## src/design/ipvc_pkg.sv

```systemverilog
// Shared types and constants for the interval paint visible color counter.
package ipvc_pkg;

  // Fixed field widths of the item and result ports.
  localparam int OpW  = 2;
  localparam int PosW = 10;
  localparam int CntW = 11;

  // Item opcodes.
  typedef enum logic [OpW-1:0] {
    OP_PAINT = 2'd0,
    OP_CLEAR = 2'd1,
    OP_COUNT = 2'd2
  } op_e;

  // Sequencer states.
  typedef enum logic [3:0] {
    ST_IDLE,
    ST_MUL1,
    ST_MUL2,
    ST_PAINT,
    ST_CLEAR,
    ST_LOAD,
    ST_CMP,
    ST_DRAIN,
    ST_OUT
  } state_e;

  // Command broadcast from the sequencer to every cell.
  typedef struct packed {
    logic paint;
    logic clear;
    logic load;
    logic shift;
    logic drain;
  } cell_cmd_t;

endpackage

```

## src/design/ipvc_cell.sv

```systemverilog
// One cell of the paint row: its color, a traveling copy and a unique flag.
module ipvc_cell #(
  parameter int IDX = 0,
  parameter int CW  = 10
) (
  input  logic                      clk_i,
  input  logic                      rst_ni,
  input  ipvc_pkg::cell_cmd_t       cmd_i,
  input  logic [ipvc_pkg::PosW-1:0] lo_i,
  input  logic [ipvc_pkg::PosW-1:0] hi_i,
  input  logic [CW-1:0]             color_i,
  input  logic                      copy_valid_i,
  input  logic [CW-1:0]             copy_color_i,
  output logic                      copy_valid_o,
  output logic [CW-1:0]             copy_color_o,
  input  logic                      flag_i,
  output logic                      flag_o
);
  import ipvc_pkg::*;

  localparam logic [31:0] IdxU = 32'(IDX);

  logic          valid_q;
  logic [CW-1:0] color_q;
  logic          copy_valid_q;
  logic [CW-1:0] copy_color_q;
  logic          flag_q;
  logic          hit;

  // This cell lies inside the clipped paint range.
  assign hit = (32'(lo_i) <= IdxU) && (IdxU <= 32'(hi_i));

  // Stored color: painted cells become valid, a clear empties every cell.
  always_ff @(posedge clk_i or negedge rst_ni) begin
    if (!rst_ni) begin
      valid_q <= 1'b0;
    end else if (cmd_i.clear) begin
      valid_q <= 1'b0;
    end else if (cmd_i.paint && hit) begin
      valid_q <= 1'b1;
    end
  end

  always_ff @(posedge clk_i) begin
    if (cmd_i.paint && hit) begin
      color_q <= color_i;
    end
  end

  // Traveling copy: loaded from the cell, then shifted one cell right per cycle while shift is commanded.
  always_ff @(posedge clk_i or negedge rst_ni) begin
    if (!rst_ni) begin
      copy_valid_q <= 1'b0;
    end else if (cmd_i.load) begin
      copy_valid_q <= valid_q;
    end else if (cmd_i.shift) begin
      copy_valid_q <= copy_valid_i;
    end
  end

  always_ff @(posedge clk_i) begin
    if (cmd_i.load) begin
      copy_color_q <= color_q;
    end else if (cmd_i.shift) begin
      copy_color_q <= copy_color_i;
    end
  end

  // Unique flag: cleared when a lower cell carries the same color, then drained left.
  always_ff @(posedge clk_i or negedge rst_ni) begin
    if (!rst_ni) begin
      flag_q <= 1'b0;
    end else if (cmd_i.load) begin
      flag_q <= valid_q;
    end else if (cmd_i.shift) begin
      if (copy_valid_i && (copy_color_i == color_q)) begin
        flag_q <= 1'b0;
      end
    end else if (cmd_i.drain) begin
      flag_q <= flag_i;
    end
  end

  assign copy_valid_o = copy_valid_q;
  assign copy_color_o = copy_color_q;
  assign flag_o       = flag_q;

endmodule

```

## config.mk

```make
export PLATFORM = sky130hd
export DESIGN_NAME = ipvc_cell
export DESIGN_NICKNAME = d
export VERILOG_FILES = /design/src/design/ipvc_pkg.sv /design/src/design/ipvc_cell.sv
export SDC_FILE = /design/constraint.sdc
export NUM_CORES = 1
export LEC_CHECK = 0
export CORE_MARGIN = 2
export CORE_UTILIZATION = 55
export DETAILED_ROUTE_END_ITERATION = 16
export DONT_BUFFER_PORTS = 1
export GPL_TIMING_DRIVEN = 0
export PLACE_DENSITY = 0.7
export SLEW_MARGIN = 15
export SYNTH_ARGS = -nofsm -noshare
export SYNTH_HDL_FRONTEND = slang
export SYNTH_SLANG_ARGS = --single-unit
```

## constraint.sdc

```tcl
create_clock -name clk_i -period 1.65 [get_ports clk_i]
set_clock_uncertainty 0.1 [all_clocks]
set_input_delay 0.4125 -clock clk_i [delete_from_list [all_inputs] [get_ports clk_i]]
set_output_delay 0.4125 -clock clk_i [all_outputs]
set_load 0.005 [all_outputs]
```

Word level (Yosys, flattened, before mapping) --
Index checks and enable logic that the tools add are counted.
Word-level totals: input bits 49, output and inout port bits 12, register bits after elaboration 23
Operators by class: mux-type cells 10, order comparisons 1, reduce and logical (&&, ||, !) cells 6, equal/unequal tests 2
Operators with widths (number):
- two-way mux 10 bit | 2
- equality test 10 bit | 1
- less-or-equal comparator 10 x 1 -> 1 bit, second input constant | 1
- two-way mux 1 bit | 8
- nonzero test 2 bit | 2
- inequality test 3 x 1 -> 1 bit, second input constant | 1
- nonzero test 3 bit | 1
- logical AND 1 bit | 2
- AND reduction 2 bit | 1

Depth between registers and ports, before layout --
Gate-level depths: netlist of run 1.
depth after elaboration 5, gate-level depth with buffers 4, depth with buffers taken out 4

Least setup slack after synthesis of run 1 --
Ideal clock, no wire load.
path type in2reg, start input port lo_i[3] in the netlist's numbering, end register color_q[0], enable pin, data arrival time 1055 ps, path buffers 0, data required time 1202 ps, setup time 348 ps, stages on the path 2, path slack 147 ps, cell sequence nor4b_1 > and3_1
On the way: cells in the longest elaborated chain, start to end 2
Ends and longest elaborated chain:
- start, declared | line ipvc_cell.sv:9 | input logic [ipvc_pkg::PosW-1:0] lo_i,
- less-or-equal comparator 10 x 1 -> 1 bit | line ipvc_cell.sv:31 | assign hit = (32'(lo_i) <= IdxU) && (IdxU <= 32'(hi_i));
- logical AND 1 bit | line ipvc_cell.sv:45 | if (cmd_i.paint && hit) begin
- end signal, assigned | line ipvc_cell.sv:46 | color_q <= color_i;
- end, declared | line ipvc_cell.sv:24 | logic [CW-1:0] color_q;
No other way between the ends. A chain may end at the register's enable or synchronous reset.

Worst setup path after layout of run 1 --
start register color_q[0], end register flag_q (netlist: flag_o)
On the way: cells in the longest elaborated chain, start to end 4
Ends and longest elaborated chain:
- equality test 10 bit | line ipvc_cell.sv:76 | if (copy_valid_i && (copy_color_i == color_q)) begin
- logical AND 1 bit | line ipvc_cell.sv:76
- inequality test 3 x 1 -> 1 bit (no source line)
- AND reduction 2 bit (no source line)
- end signal, assigned | line ipvc_cell.sv:74 | flag_q <= valid_q;
- end signal, assigned | line ipvc_cell.sv:80 | flag_q <= flag_i;
- end, declared | line ipvc_cell.sv:27 | logic flag_q;
No other way between the ends.

==> flow_summary.yaml, run 1 <==
run_status:
  status: "completed"
yosys:
  syn_nets: 112
  yosysSeqAreaShare: 0.666
  netlist_area_sq_um: 1010
  synthCells: 63
  synth_seq_cells: 23
  syn_area_per_cell_sq_um: 16.1
  synth.distinct_cells: 20
  ys_warn_count: 0
final_layout:
  num_antenna_cells: 0
  mostFrequentLayoutCell: "edfxtp_1"
  layout_common_cells: "20 x edfxtp_1, 10 x mux2_2, 10 x xnor2_1"
  finalInstanceArea_sq_um: 1080
  syn_to_final_growth_pct: 6.66
  fin_cells: 93
  nets: 118
  drive_gt1_frac: 0.265
critical_path:
  critPathTopFamily: "flip-flops"
  critPathRequiredTime_ps: 1750
  worstPathMaxFanout: 2
  path_class: "reg2reg"
  crit_chain: "xnor2_1 > nand4_1 > o31ai_2 > mux2_4"
  arrival_ps: 1670
  worstPathBufferInverterCount: 0
  endpoint_kind: "flip-flop"
  cp_slowest_cell: "edfxtp_1"
  cp-start-kind: "flip-flop"
  worst_path_largest_cell_delay_ps: 430
drt:
  routed_wl_microns: 1560
  wire_per_inst_microns: 16.8
  num_vias: 526
  ant_nets: 0
  first_pass_iters: 4
  drt-initial-drc-count: 6
  routed_via_density: 5.66
  remaining_drc_errors: 0
power_and_ir_drop:
  p_leak_nw: 0.364
  power.density_nw_per_um2: 897
  p_total_mw: 0.971
  irDropWorstVdd_v: 0.000505
cts:
  cts.clk_slew.worst_paths_ps: 120
  clkLatencyLatePin_ps: 300
  numClockSinks: 23
  htree_levels: 1
  cts_buffers: 3
  cts_setup_buffers: 0
  clockBufferDepth: 2
  cts_tree: "done"
  root_buffer: "clkbuf_4"
floorplan:
  core-area_sq_um: 1730
  die_height_microns: 47.0
  die_w_microns: 47.0
  rows: 15
  initial_core_util: 0.588
  die_area_sq_um: 2200
  io_pins: 61
global_routing:
  overflow: 0
  grt_pass1_vias: 525
  use_met3: 0.0385
  grt_start_max_net_pins: 13
  busiest_layer: "met2"
  antenna_found_initial: 0
  grt_pass1_wl_microns: 2080
  grt_util_met1: 0.154
  grt_usage: 0.146
  met2_usage: 0.268
sta:
  tightest_slew_ps: 481
  fin_hold_ws_ps: 56.9
  period_share: 0.955
  period_needed_ps: 1580
  hold_violations: 0
  slew_headroom: 0.679
  fmax_mhz: 634
  finalSetupViolations: 0
  report.final.slew_viol_count: 0
  grt_setup_unrepaired: "false"
place:
  placed_cell_area_sq_um: 1050
  port_buffers: 0
  dp_hpwl_microns: 1230
  gp_congestion: 0.714
  dp_cells: 88
hold_path:
  hold_path.class: "in2reg"
job:
  cap_violations: 0
cell type report:
cell class | count | area, sq um
Inverter | 2 | 7.51
Clock buffer | 4 | 26.3
Sequential cell | 23 | 676
Buffer | 1 | 5.00
Multi-Input combinational cell | 37 | 327
Tap cell | 25 | 31.3
Fill cell | 126 | 644
Timing Repair Buffer | 1 | 10.0
final timing paths:
check | cells past startpoint | slack, ps | start | end
worst max-delay path | 4 | 70 | color_q[0]$_DFFE_PP_ | flag_o$_DFFE_PN0P_
worst min-delay path | 1 | 60 | cmd_i[3] | valid_q$_DFFE_PN0P_
worst max register to register | 4 | 70 | color_q[0]$_DFFE_PP_ | flag_o$_DFFE_PN0P_
worst min register to register | 2 | 420 | valid_q$_DFFE_PN0P_ | valid_q$_DFFE_PN0P_
max in group asynchronous | 1 | 1050 | rst_ni | valid_q$_DFFE_PN0P_
min in group asynchronous | 1 | 250 | rst_ni | flag_o$_DFFE_PN0P_
metal layers:
layer  vias to the layer above  wire length (microns)
met2                        35                    836
li1                        248                      -
met1                       241                    563
met5                         -                      0
met3                         2                    148
met4                         0                     12
Yosys cell counts:
master | n | share of area
xnor2_1 | 10 | 0.086
a21oi_1 | 1 | 0.0049
buf_2 | 1 | 0.0049
or2_4 | 1 | 0.0086
o21ai_0 | 2 | 0.0099
nand2_1 | 1 | 0.0037
nor3_1 | 1 | 0.0049
nor2_1 | 2 | 0.0074
dfrtp_1 | 3 | 0.074
o31ai_2 | 1 | 0.012
mux2_2 | 10 | 0.11
nand4_1 | 2 | 0.012
nor4b_1 | 1 | 0.0086
o2111ai_2 | 1 | 0.015
nor4_1 | 1 | 0.0062
mux2i_1 | 1 | 0.0099
and3_1 | 1 | 0.0062
inv_1 | 2 | 0.0074
mux2_4 | 1 | 0.015
edfxtp_1 | 20 | 0.59
stage by stage:
step,TNS (ps),setup slack (ps),util
final,0,73.6,0.627
after global routing,0,1.07,0.627
after CTS,0,64.3,0.627
after detailed placement,-104,-10.7,0.606
after global placement,-136,-13.9,0.606
after floorplan,0,147,-
registers in the layout, summed over array words and instances, names as in the netlist:
register	count
color_q	10
copy_color_o	10
copy_valid_o	1
flag_o	1
valid_q	1
power breakdown:
part / internal [mW] / switching, mW
Clock: 0.0940 / 0.152
Combinational: 0.0342 / 0.0240
Sequential: 0.656 / 0.0108
Total: 0.784 / 0.187
timing repair:
item                                   CTS  global route
gates resized for setup                  0             0
hold buffers                             1             0
endpoints found under the hold margin    3             0
kinds of logic after synthesis:
family | count (synthesis) | share of synthesized area
simple gates | 10 | 0.0580
compound gates | 5 | 0.0419
flops | 23 | 0.666
mux | 12 | 0.136
xor+xnor | 10 | 0.0863
buf+inv | 3 | 0.0123
Power figures use the tool's default switching activity.
==> run 2: changes to the inputs <==
- CORE_UTILIZATION: 55 -> 59
- PLACE_DENSITY: 0.7 -> 0.75
==> run 2 against run 1 <==
Combinational power about the same. Die area is 6.2% lower. Critical path type unchanged. Core utilization grew 6.1 points. Worst setup slack improved by 49 ps. Critical path depth unchanged. First-iteration DRC count grew to 2.5 times the previous value. Non-clock buffer count did not move. Count of clock-buffer cells in the layout is 1 lower. Sequential share of layout area increased by 0.58 points. Sequential power is essentially flat. Sequential cell count did not move.
==> flow_summary.yaml, run 2 (same netlist as run 1, synthesis figures left out) <==
power_and_ir_drop:
  power.density_nw_per_um2: 907
  p_leak_nw: 0.367
  irDropWorstVdd_v: 0.000583
cts:
  numClockSinks: 23
  cts_buffers: 3
  cts_tree: "done"
  cts.clk_slew.worst_paths_ps: 120
  htree_levels: 1
  root_buffer: "clkbuf_4"
  clockBufferDepth: 2
  clkLatencyLatePin_ps: 290
  cts_setup_buffers: 0
critical_path:
  worstPathBufferInverterCount: 0
  critPathTopFamily: "flip-flops"
  worst_path_largest_cell_delay_ps: 420
  crit_chain: "xnor2_1 > nand4_1 > o31ai_2 > mux2_4"
  cp_slowest_cell: "edfxtp_1"
  worstPathMaxFanout: 2
  arrival_ps: 1630
  endpoint_kind: "flip-flop"
  critPathRequiredTime_ps: 1760
  cp-start-kind: "flip-flop"
  path_class: "reg2reg"
final_layout:
  num_antenna_cells: 0
  nets: 118
  drive_gt1_frac: 0.279
  syn_to_final_growth_pct: 5.67
  mostFrequentLayoutCell: "edfxtp_1"
  final_core_util: 0.688
  finalInstanceArea_sq_um: 1070
  nFillCells: 107
  layout_common_cells: "20 x edfxtp_1, 10 x mux2_2, 10 x xnor2_1"
drt:
  route.met3.wl_microns: 129
  first_pass_iters: 3
  maxUsedRoutingLayer: "met4"
  wl_met1_microns: 608
  wire_per_inst_microns: 18.7
  ant_nets: 0
  drt-initial-drc-count: 15
  remaining_drc_errors: 0
  routed_wl_microns: 1570
  wl_met2_microns: 820
  num_vias: 518
  routed_via_density: 6.17
sta:
  tightest_slew_ps: 489
  grt_setup_unrepaired: "false"
  hold_violations: 0
  period_share: 0.926
  period_needed_ps: 1530
  setup_tns_ps: 0
  fmax_mhz: 655
  report.final.slew_viol_count: 0
  finalSetupViolations: 0
  slew_headroom: 0.674
job:
  cap_violations: 0
global_routing:
  grt_usage: 0.172
  grt_start_max_net_pins: 14
  antenna_found_initial: 0
  overflow: 0
  grt_pass1_vias: 517
  grt_pass1_wl_microns: 2380
floorplan:
  io_pins: 61
  die_height_microns: 45.5
  die_w_microns: 45.5
  core-area_sq_um: 1560
  initial_core_util: 0.651
  rows: 14
  die_area_sq_um: 2070
run_status:
  status: "completed"
place:
  gp_congestion: 0.696
  port_buffers: 0
  placed_cell_area_sq_um: 1030
  dp_hpwl_microns: 1210
hold_path:
  hold_path.class: "in2reg"
[run 2: cell count changes in the layout (fill, tap and decap cells not counted)]
| cell | previous run | this run |
|---|---|---|
| clkinv_2 | 0 | 1 |
| clkbuf_1 | 1 | 0 |
[run 2: layer usage]
layer,global-route usage,up-vias
met2,0.282,26
li1,-,248
met3,0.0357,2
met4,0.0882,0
met5,0,-
met1,0.213,242
[run 2: worst reg2reg max path: stages (launching register included)]
cell and delay (ps):
edfxtp_1 420, xnor2_1 170, nand4_1 130, o31ai_2 290, mux2_4 320
[run 2: area by class of cell]
| cell class | instances | area (sq um) | share of cell area |
|---|---|---|---|
| multi-input combinational | 37 | 327 | 0.305 |
| tap | 16 | 20.0 | 0.0187 |
| clock inverter | 1 | 5.00 | 0.00467 |
| buffer | 1 | 5.00 | 0.00467 |
| inverter | 2 | 7.51 | 0.00700 |
| sequential | 23 | 676 | 0.630 |
| clock buffer | 3 | 22.5 | 0.0210 |
| timing repair buffer | 1 | 10.0 | 0.00933 |
[run 2: metrics by stage]
step / setup slack (ps) / instances / hold WS (ps) / total power, mW
after detailed placement: -7.65 / 79 / 17.0 / 0.736
after CTS: 111 / 84 / 39.5 / 0.983
after global routing: 32.7 / 84 / 39.8 / 1.00
after floorplan: 147 / 63 / 16.9 / 0.725
after global placement: 3.73 / 79 / 17.0 / 0.735
final: 123 / 84 / 48.5 / 0.972
[run 2: repair_timing]
action                                 4_1_cts  5_1_grt
endpoints found under the hold margin        3        0
setup endpoints to repair                    0        0
hold buffers                                 1        0
gates resized for setup                      0        0
[run 2: where the power goes]
part           internal (mW)  switching (mW)  leakage (nW)
Sequential             0.656          0.0108         0.232
Combinational         0.0342          0.0239         0.117
Clock                 0.0903           0.157        0.0177
Total                  0.780           0.192         0.367
[run 2: worst paths after layout]
path | start | endpoint | slack [ps] | cells after the start
max in group asynchronous | rst_ni | valid_q$_DFFE_PN0P_ | 1050 | 1
min in group asynchronous | rst_ni | flag_o$_DFFE_PN0P_ | 250 | 1
max | color_q[0]$_DFFE_PP_ | flag_o$_DFFE_PN0P_ | 120 | 4
min | cmd_i[3] | valid_q$_DFFE_PN0P_ | 50 | 1
min reg2reg | valid_q$_DFFE_PN0P_ | valid_q$_DFFE_PN0P_ | 410 | 2
max reg2reg | color_q[0]$_DFFE_PP_ | flag_o$_DFFE_PN0P_ | 120 | 4
==> run 3: changes to the inputs <==
- REMOVE_ABC_BUFFERS: default -> 1
==> run 3 against run 2 <==
Sequential power is essentially flat. Fmax shrank 6.6%. Hold slack gained 3.9 ps. Worst setup slack lost 110 ps. Clock power is essentially flat. Critical path depth is the same. Non-clock buffer count shrank 1. Via count grew 1.7%. Largest power group unchanged. Highest routed layer unchanged.
==> flow_summary.yaml, run 3 (same netlist as run 1, synthesis figures left out) <==
critical_path:
  cp-start-kind: "flip-flop"
  reg2reg_to: "flag_o$_DFFE_PN0P_"
  critPathRequiredTime_ps: 1750
  path_class: "reg2reg"
  crit_chain: "xnor2_2 > o2111ai_2 > o31ai_2 > mux2_4"
  r2r_setup_slack_ps: 20
  worstPathMaxFanout: 2
  worstPathBufferInverterCount: 0
  ff2ff_path_depth: 4
  endpoint_kind: "flip-flop"
  arrival_ps: 1740
  critPathTopFamily: "compound AO/OA/AOI/OAI gates"
  worst_path_largest_cell_delay_ps: 470
  cp_slowest_cell: "edfxtp_1"
  r2r_start: "color_q[9]$_DFFE_PP_"
floorplan:
  io_pins: 61
  die_area_sq_um: 2070
  core-area_sq_um: 1560
  die_height_microns: 45.5
  die_w_microns: 45.5
  rows: 14
  initial_core_util: 0.651
job:
  cap_violations: 0
place:
  dp_hpwl_microns: 1200
  gp_congestion: 0.621
  dp_slack_ps: -30.1
  port_buffers: 0
final_layout:
  nets: 117
  drive_gt1_frac: 0.299
  mostFrequentLayoutCell: "edfxtp_1"
  layout_common_cells: "20 x edfxtp_1, 10 x mux2_2, 7 x xnor2_1"
  nFillCells: 114
  num_antenna_cells: 0
  syn_to_final_growth_pct: 7.27
hold_path:
  hold_path.class: "in2reg"
  hp-start: "cmd_i[3]"
  min_path_cells: 1
  whs_endpoint: "valid_q$_DFFE_PN0P_"
cts:
  clockBufferDepth: 2
  cts_setup_buffers: 0
  htree_levels: 1
  root_buffer: "clkbuf_4"
  clkLatencyLatePin_ps: 300
  cts_tree: "done"
  numClockSinks: 23
  cts_buffers: 3
  cts.clk_slew.worst_paths_ps: 120
drt:
  remaining_drc_errors: 0
  ant_nets: 0
  drt-initial-drc-count: 4
  routed_via_density: 6.35
  first_pass_iters: 3
  wire_per_inst_microns: 20.1
  num_vias: 527
  routed_wl_microns: 1670
global_routing:
  grt_pass1_wl_microns: 2460
  overflow: 0
  grt_start_max_net_pins: 15
  antenna_found_initial: 0
  grt_pass1_vias: 551
  grt_usage: 0.174
power_and_ir_drop:
  p_leak_nw: 0.377
  power.density_nw_per_um2: 894
  p_total_mw: 0.973
  irDropWorstVdd_v: 0.000606
sta:
  slew_headroom: 0.658
  hold_violations: 0
  setup_tns_ps: 0
  finalSetupViolations: 0
  fin_hold_ws_ps: 52.4
  fmax_mhz: 612
  setup_slack_ps: 15.4
  tightest_slew_ps: 514
  period_needed_ps: 1630
  report.final.slew_viol_count: 0
  period_share: 0.991
run_status:
  status: "completed"
[run 3: cell count changes in the layout (fill, tap and decap cells not counted)]
cell,delta
clkinv_2,-1
xnor2_2,+3
buf_2,-1
clkbuf_1,+1
xnor2_1,-3
[run 3: report_power, final]
| part | leakage (nW) | total, mW | internal, mW | switching [mW] |
|---|---|---|---|---|
| Clock | 0.0150 | 0.250 | 0.0941 | 0.156 |
| Combinational | 0.130 | 0.0560 | 0.0359 | 0.0201 |
| Sequential | 0.232 | 0.667 | 0.656 | 0.0107 |
[run 3: worst max path at each step]
stage | from | cells past startpoint | end | slack [ps]
global route | color_q[9]$_DFFE_PP_ | 4 | flag_o$_DFFE_PN0P_ | -10
detailed placement | lo_i[3] | 2 | color_q[4]$_DFFE_PP_ | -30
floorplan | lo_i[3] | 2 | color_q[0]$_DFFE_PP_ | 150
finish | color_q[9]$_DFFE_PP_ | 4 | flag_o$_DFFE_PN0P_ | 20
CTS | color_q[5]$_DFFE_PP_ | 4 | flag_o$_DFFE_PN0P_ | 20
global placement | lo_i[3] | 2 | color_q[7]$_DFFE_PP_ | -20
[run 3: cell type report]
type                       count  area (sq um)  area share
sequential                    23           676       0.621
multi-input combinational     37           349       0.321
tap                           16          20.0      0.0184
timing repair buffer           1          10.0     0.00920
inverter                       2          7.51     0.00690
clock buffer                   4          26.3      0.0241
[run 3: what timing repair did]
item,4_1_cts,5_1_grt
endpoints found under the hold margin,3,0
endpoints found under the setup margin,0,1
gates resized for setup,0,3
hold buffers,1,0
[run 3: metal layers]
layer	track usage	wire, microns	vias up
li1	-	-	249
met2	0.307	865	36
met3	0.0357	121	2
met4	0.0706	11	0
met5	0	0	-
met1	0.204	674	240
[run 3: stage by stage]
step / util / area (sq um) / instances
2_1_floorplan: - / 1010 / 62
3_3_place_gp: 0.661 / 1030 / 78
3_5_place_dp: 0.661 / 1030 / 78
4_1_cts: 0.684 / 1070 / 83
5_1_grt: 0.698 / 1090 / 83
6_report: 0.698 / 1090 / 83
